$ cat src/sv/fpm_pkg.sv
// ----------------------------------------------------------------------------
// fpm_pkg
// Constants and class codes for the class-tagged floating-point multiplier.
// ----------------------------------------------------------------------------
`default_nettype none

package fpm_pkg;

  localparam int unsigned ExpBitsDefault  = 8;
  localparam int unsigned FracBitsDefault = 14;

  typedef enum logic [1:0] {
    CLS_ZERO = 2'd0,
    CLS_NORM = 2'd1,
    CLS_INF  = 2'd2,
    CLS_NAN  = 2'd3
  } fpm_cls_e;

endpackage

`default_nettype wire

$ cat src/sv/fpm_core.sv
// ----------------------------------------------------------------------------
// fpm_core
// Combinational multiply, normalize, round-to-nearest-even and class mapping.
// ----------------------------------------------------------------------------
`default_nettype none

module fpm_core import fpm_pkg::*; #(
  parameter int unsigned EXP_BITS  = ExpBitsDefault,
  parameter int unsigned FRAC_BITS = FracBitsDefault,
  localparam int unsigned W = EXP_BITS + FRAC_BITS + 3
) (
  input  wire logic [W-1:0] x_i,
  input  wire logic [W-1:0] y_i,
  output logic      [W-1:0] p_o
);

  localparam int unsigned F  = FRAC_BITS;
  localparam int unsigned E  = EXP_BITS;
  localparam int unsigned EW = E + 2;
  localparam logic [EW-1:0] Bias = EW'((1 << (E - 1)) - 1);
  localparam logic [EW-1:0] EMax = EW'((1 << E) - 1);

  fpm_cls_e cx, cy, cls;
  logic sign;
  logic [E-1:0] ex, ey;
  logic [F:0] sx, sy;
  logic [2*F+1:0] prod;
  logic norm, guard, sticky, up;
  logic [F-1:0] frac, frac_r;
  logic [F:0] frac_inc;
  logic [EW-1:0] e_val;

  always_comb begin
    cx   = fpm_cls_e'(x_i[W-1 -: 2]);
    cy   = fpm_cls_e'(y_i[W-1 -: 2]);
    sign = x_i[E+F] ^ y_i[E+F];
    ex   = x_i[F +: E];
    ey   = y_i[F +: E];
    sx   = {1'b1, x_i[F-1:0]};
    sy   = {1'b1, y_i[F-1:0]};
    prod = (2*F+2)'(sx) * (2*F+2)'(sy);
    norm = prod[2*F+1];
    if (norm) begin
      frac   = prod[F+1 +: F];
      guard  = prod[F];
      sticky = |prod[F-1:0];
    end else begin
      frac   = prod[F +: F];
      guard  = prod[F-1];
      sticky = |prod[F-2:0];
    end
    up       = guard & (sticky | frac[0]);
    frac_inc = {1'b0, frac} + (F+1)'(up);
    frac_r   = frac_inc[F-1:0];
    e_val    = EW'(ex) + EW'(ey) - Bias + EW'(norm) + EW'(frac_inc[F]);

    if (cx == CLS_NAN || cy == CLS_NAN) cls = CLS_NAN;
    else if ((cx == CLS_ZERO && cy == CLS_INF) || (cx == CLS_INF && cy == CLS_ZERO))
      cls = CLS_NAN;
    else if (cx == CLS_ZERO || cy == CLS_ZERO) cls = CLS_ZERO;
    else if (cx == CLS_INF || cy == CLS_INF) cls = CLS_INF;
    else if (e_val[EW-1]) cls = CLS_ZERO;
    else if (e_val >= EMax) cls = CLS_INF;
    else if (e_val == '0) cls = CLS_ZERO;
    else cls = CLS_NORM;

    unique case (cls)
      CLS_NORM: p_o = {CLS_NORM, sign, e_val[E-1:0], frac_r};
      CLS_INF:  p_o = {CLS_INF, sign, EMax[E-1:0], {F{1'b0}}};
      CLS_NAN:  p_o = {CLS_NAN, sign, EMax[E-1:0], F'(1)};
      default:  p_o = '0;
    endcase
  end

endmodule

`default_nettype wire

$ cat src/sv/fp_multiplier_e8m14.sv
// A beat passes through the input register and then the result register.
// One beat per cycle unless the output stalls; single-pass multiply/round path.
// The result register holds a stalled beat while a new one is taken into the
// input register. Reset clears both valid flags; payload is not reset.
// ----------------------------------------------------------------------------
// fp_multiplier_e8m14
// Streaming class-tagged floating-point multiplier, round to nearest even.
// ----------------------------------------------------------------------------
`default_nettype none

module fp_multiplier_e8m14 import fpm_pkg::*; #(
  parameter int unsigned EXP_BITS  = ExpBitsDefault,
  parameter int unsigned FRAC_BITS = FracBitsDefault,
  localparam int unsigned W  = EXP_BITS + FRAC_BITS + 3,
  localparam int unsigned IB = ((2*W + 7) / 8) * 8,
  localparam int unsigned OB = ((W + 7) / 8) * 8
) (
  input  wire logic          clk_i,
  input  wire logic          rst_ni,
  input  wire logic          s_axis_tvalid,
  output logic               s_axis_tready,
  input  wire logic [IB-1:0] s_axis_tdata,  // x_operand, y_operand
  output logic               m_axis_tvalid,
  input  wire logic          m_axis_tready,
  output logic      [OB-1:0] m_axis_tdata   // product
);

  logic in_vld_q;
  logic [W-1:0] x_q, y_q, p_d, p_q;
  logic out_vld_q;
  logic adv;

  assign adv           = in_vld_q & (~out_vld_q | m_axis_tready);
  assign s_axis_tready = ~in_vld_q | adv;

  always_ff @(posedge clk_i or negedge rst_ni) begin
    if (!rst_ni) begin
      in_vld_q  <= 1'b0;
      out_vld_q <= 1'b0;
    end else begin
      if (s_axis_tready) in_vld_q <= s_axis_tvalid;
      if (adv) out_vld_q <= 1'b1;
      else if (m_axis_tready) out_vld_q <= 1'b0;
    end
  end

  always_ff @(posedge clk_i) begin
    if (s_axis_tready && s_axis_tvalid) begin
      x_q <= s_axis_tdata[W-1:0];
      y_q <= s_axis_tdata[2*W-1:W];
    end
    if (adv) p_q <= p_d;
  end

  fpm_core #(.EXP_BITS(EXP_BITS), .FRAC_BITS(FRAC_BITS)) u_core (
    .x_i(x_q),
    .y_i(y_q),
    .p_o(p_d)
  );

  assign m_axis_tvalid = out_vld_q;
  assign m_axis_tdata  = OB'(p_q);

endmodule

`default_nettype wire

$ cat config.mk
export PLATFORM = sky130hd
export DESIGN_NAME = fp_multiplier_e8m14
export DESIGN_NICKNAME = d
export VERILOG_FILES = /design/src/sv/fpm_pkg.sv /design/src/sv/fpm_core.sv /design/src/sv/fp_multiplier_e8m14.sv
export SDC_FILE = /design/constraint.sdc
export NUM_CORES = 1
export LEC_CHECK = 0
export BUFFER_PORTS_ARGS = -buffer_cell sky130_fd_sc_hd__buf_2
export CAP_MARGIN = 20
export CELL_PAD_IN_SITES_DETAIL_PLACEMENT = 0
export CELL_PAD_IN_SITES_GLOBAL_PLACEMENT = 1
export CORE_UTILIZATION = 53
export CTS_BUF_LIST = sky130_fd_sc_hd__clkbuf_8
export DETAILED_ROUTE_END_ITERATION = 10
export PLACE_DENSITY = 0.95
export SETUP_SLACK_MARGIN = 0.15
export SLEW_MARGIN = 20
export SYNTH_ARGS = -nofsm -noshare
export SYNTH_HDL_FRONTEND = slang
export SYNTH_SLANG_ARGS = --single-unit
export TNS_END_PERCENT = 30
$ cat constraint.sdc
create_clock -name clk_i -period 16.48 [get_ports clk_i]
set_input_delay 3.296 -clock clk_i [delete_from_list [all_inputs] [get_ports clk_i]]
set_output_delay 3.296 -clock clk_i [all_outputs]
set_load 0.05 [all_outputs]
### Word-level counts from Yosys, hierarchy flattened

Index checks and enable logic that the tools add are counted.

* register bits after elaboration: 77
* bits of input ports: 60
* output and inout port bits: 34

* add/sub/neg operators: 5
* multipliers: 1
* magnitude comparators: 1
* eq/ne operators: 7
* multiplexer cells: 13
* bitwise logic cells: 8
* reduce and logical (&&, ||, !) cells: 13

Operators with widths (count)
* 25-bit one-hot mux with 3 select lines: 1
* 15-bit by 15-bit multiplier with 30-bit output: 1
* 10-bit by 1-bit adder with 10-bit output: 2
* 14-bit by 1-bit adder with 15-bit output: 1
* 14-bit two-way mux: 1
* 14-bit OR reduction: 1
* 13-bit OR reduction: 1
* 2-bit == test (second input constant): 6
* 2-bit two-way mux: 6
* 10-bit by 8-bit greater-or-equal comparator with 1-bit output (second input constant): 1
* 10-bit zero test: 1
* 10-bit by 7-bit subtractor with 10-bit output (second input constant): 1
* 8-bit by 8-bit adder with 9-bit output: 1
* 1-bit two-way mux: 5
* 2-bit zero test: 2
* 1-bit logical OR: 4
* 1-bit logical AND: 3
* 1-bit bitwise OR: 3
* 1-bit AND: 2
* 2-bit by 1-bit == test with 1-bit output (second input constant): 1
* 1-bit NOT: 2
* 2-bit nonzero test: 1
* 1-bit bitwise XOR: 1

### Logic depth before layout (Yosys ltp)

* depth after elaboration: 17
* depth in mapped cells: 42
* gate-level depth less buffers: 40

### Modules after synthesis

A second synthesis with hierarchy kept.

* cells, all modules: 1223
* area, all modules: 11632.4 µm²

By module, submodules not included
* fpm_core: instances 1, cells an instance 1132, area each 9220.1 µm²
* fp_multiplier_e8m14: instances 1, cells an instance 91, area each 2412.3 µm²

### Worst setup path after synthesis

Ideal clock, no wire load.

* path kind: register to register
* from: register y_q[12]
* to: register p_q[12], data pin
* library setup time: 0.270 ns
* arrival time: 9.556 ns
* path slack: 6.654 ns
* cell stages (with the launch flop): 41
* path buffers: 4
* period minus slack after synthesis: 9.826 ns
* path through: edfxtp_1 > clkbuf_1 > and2_1 > fa_1 > inv_1 > fa_1 > inv_1 > fa_1 > fa_1 > fa_1 > inv_1 > fa_1 > inv_1 > ha_1 > buf_2 > a21oi_1 > o21ai_1 > a311oi_2 > [5 not listed] > nor2_1 > ha_1 > nand2_1 > nor2b_1 > o211ai_1 > nor3_1 > and4_1 > ha_1 > inv_1 > fa_1 > nor4_1 > xnor2_1 > o41ai_1 > a32o_1 > a211oi_1 > nand2_1 > clkbuf_1 > nor3_1

* word-level cells in the longest chain between the ends: 17

RTL lines
* start, declared: line fp_multiplier_e8m14.sv:29 `logic [W-1:0] x_q, y_q, p_d, p_q;`
* start signal, assigned: line fp_multiplier_e8m14.sv:50 `y_q <= s_axis_tdata[2*W-1:W];`
* 15-bit by 15-bit multiplier with 30-bit output *: line fpm_core.sv:41 `prod = (2*F+2)'(sx) * (2*F+2)'(sy);`
* parallel branches: the longest is 15 deep, another holds 14-bit by 1-bit adder with 15-bit output
* 25-bit one-hot mux with 3 select lines *: line fpm_core.sv:67 `unique case (cls)`
* via p_d[12]: line fp_multiplier_e8m14.sv:29
* end signal, assigned: line fp_multiplier_e8m14.sv:52 `if (adv) p_q <= p_d;`
* end, declared: line fp_multiplier_e8m14.sv:29

Mark *: on every way through the listed nets, which the timed path passes.
A chain may end at the register's enable or synchronous reset.

### Worst setup path after layout

* from: register x_q[7]
* to: register p_q[4], data pin

* word-level cells in the longest chain between the ends: 17

RTL lines
* start, declared: line fp_multiplier_e8m14.sv:29
* start signal, assigned: line fp_multiplier_e8m14.sv:49 `x_q <= s_axis_tdata[W-1:0];`
* 15-bit by 15-bit multiplier with 30-bit output *: line fpm_core.sv:41
* parallel branches: the longest is 15 deep, another holds 14-bit by 1-bit adder with 15-bit output
* 25-bit one-hot mux with 3 select lines *: line fpm_core.sv:67
* via p_d[4]: line fp_multiplier_e8m14.sv:29

Marked as above.

==> reports/results.ini <==
[outcome]
status = completed

[grt]
overflow = 0
track_usage = 0.259
grt_antenna_before_repair = 0
grt_max_degree = 38
grt_pass1_vias = 9049
grt_pass1_wl_um = 45600

[setup_path]
end_kind = flop
start_kind = flop
slowest_stage = edfxtp_1
critPathMaxFanout = 17
regToRegSetupSlack_ns = 4.91
critPathArrivalTime_ns = 11.70
regToRegStartpoint = x_q[7]
r2r-end = p_q[4]
cp_slowest_stage_delay_ns = 0.65
reg2regPathDepth = 39
crit_required_ns = 16.62
crit_top_cell = inv_1
worst-setup-path-type = flop to flop

[cts]
clkSinkCount = 77
cts_hold_buf = 0
clock_latency_ns = 0.39
h-tree-depth = 3
clk_pin_slew_ns = 0.11
cts_setup_buffers = 0
numCtsBuffers = 9
cts_tree = built
cts_root_buf = clkbuf_8
clockBufferDepth = 2
ctsResizeCount = 0

[routing]
routed_wl_um = 27100
firstDrtPassIters = 5
drt_iter0_drc = 505
via_per_inst = 5.60
wl_per_cell_um = 17.1
via_count = 8874
drcViolationCount = 0
ant_nets = 0

[floorplanning]
io_pins = 94
dieArea_sq_mm = 0.0229
rows = 54
die_w_um = 151
die_y_um = 151
initial_core_util = 0.541
coreArea_sq_mm = 0.0218

[yosys]
synth_area_sq_mm = 0.0118
synth_area_per_cell_sq_um = 9.40
synth-edff-count = 75
yosys_most_used_dff = edfxtp_1
synth_seq_cells = 77
synth_top_area_cell = fa_1
yosys-top-cells-area = fa_1 (29%), edfxtp_1 (19%), ha_1 (11%)
syn_inst = 1255
synthArstFlopShare = 0.0260
yosysTopAreaCellShare = 0.287
ys_types = 79
synth_seq_area_share = 0.195
synth_warnings = 0

[min_path]
min_path_type = flop to flop
min-delay-start = in_vld_q
holdPathStages = 1
holdPathEnd = m_axis_tvalid

[timing]
worst_slew_pin_slew_ns = 0.739
fin_skew_ns = 0.0211
worst_slew_margin_rel = 0.503
hold_viol = 0
setup_viol = 0
rsz0062_at_grt = no
timing.final.crit_share = 0.702
fin_setup_tns_ns = 0
fmax_mhz = 86.5
post-route-min-period_ns = 11.57
maxSlewViolCount = 0

[cells_and_area]
drive_gt1_frac = 0.0949
syn_to_final_growth_pct = 6.33
antenna_cells = 0
nets = 1637

[placement]
place_hpwl_um = 21600
portBuffers = 80
gp_congestion = 0.908

[job]
cap_violations = 0

## registers in the layout, indices dropped and copies added, names as in the netlist
register	flops
in_vld_q	1
m_axis_tvalid	1
y_q	25
p_q	25
x_q	25
## metrics by stage
| step | utilization | setup WS (ns) | instances | instance area (sq um) | hold slack (ns) |
|---|---|---|---|---|---|
| detailed placement | 0.566 | 4.88 | 1570 | 12400 | 0.507 |
| CTS | 0.575 | 4.80 | 1586 | 12500 | 0.533 |
| global placement | 0.566 | 5.06 | 1570 | 12400 | 0.474 |
| floorplan | - | 6.65 | 1261 | 11800 | 0.449 |
| finish | 0.575 | 4.91 | 1586 | 12500 | 0.523 |
| global route | 0.575 | 3.98 | 1586 | 12500 | 0.565 |
## layout by cell type (no fill, tap or decap), types with 3 or more instances in the layout
master / count
a2111oi_0: 5
a211oi_1: 13
a21boi_0: 4
a21o_1: 12
a21oi_1: 43
a31oi_1: 7
and2_1: 101
and3_1: 9
and4_1: 5
buf_2: 80
clkbuf_8: 9
conb_1: 7
edfxtp_1: 75
fa_1: 169
ha_1: 107
inv_1: 235
mux2_2: 5
mux2i_1: 3
nand2_1: 120
nand2b_1: 7
nand3_1: 13
nand4_1: 7
nor2_1: 57
nor2b_1: 6
nor3_1: 14
nor3b_1: 3
nor4_1: 6
o2111ai_1: 4
o211ai_1: 5
o21a_1: 9
o21ai_0: 36
o21ai_1: 9
o21bai_1: 3
o31a_1: 3
o31ai_1: 7
o32ai_1: 3
or3_1: 5
or4_1: 6
xnor2_1: 19
xor2_1: 14
## synth_stat cells, drive strengths merged (4+ instances only)
master   number
a2111oi       5
a211oi       15
a21boi        4
a21o         12
a21oi        45
a31oi         7
and2        103
and3          9
and4          6
buf          12
clkbuf       40
edfxtp       75
fa          169
ha          107
inv         236
mux2          5
nand2       121
nand2b        7
nand3        13
nand4         7
nor2         57
nor2b         6
nor3         17
nor4          8
o2111ai       4
o211ai        6
o21a          9
o21ai        45
o31ai         7
or3           5
or4           7
xnor2        19
xor2         14
## worst max-delay path, delay by kind of cell, from the launching register on
family | cells | cell delay (ns)
adders and majority gates | 10 | 4.34
xor gates and xnor gates | 1 | 0.20
AOI/OAI and AO/OA | 7 | 2.00
buffers and inverters | 9 | 0.91
and+or+nand+nor | 12 | 3.21
DFF | 1 | 0.65
## per-layer routing
metal | track usage | vias up | wire length (um)
met2 | 0.427 | 272 | 13200
met1 | 0.352 | 4380 | 11800
met5 | 0 | - | 0
li1 | - | 4188 | -
met4 | 0.0735 | 0 | 548
met3 | 0.0416 | 34 | 1490
## area by class of cell
type,instances,area [sq um]
tap,280,350
fill,1887,9270
multi-input combinational,894,8410
clock inverter,7,63.8
sequential,77,2300
timing repair buffer,81,408
clock buffer,9,124
inverter,238,893
## logic make-up after synthesis
group,share of synthesized area
flops,0.195
xor+xnor,0.0245
other cells,0.000318
simple gates,0.166
buf+inv,0.0951
fa+ha+maj,0.400
mux,0.00731
compound gates,0.111
## worst max path at each step
stage                        from      end  slack [ns]  cells past startpoint
after floorplan           y_q[12]  p_q[12]        6.65                     40
after global placement     x_q[1]   p_q[8]        5.06                     37
after detailed placement   x_q[1]  p_q[21]        4.88                     37
after CTS                  x_q[1]  p_q[21]        4.80                     37
after global routing       x_q[7]   p_q[8]        3.98                     39
final                      x_q[7]   p_q[4]        4.91                     39
Power is not shown: default switching activity piles up to over one toggle a cycle in this logic, so the estimate is an artifact.
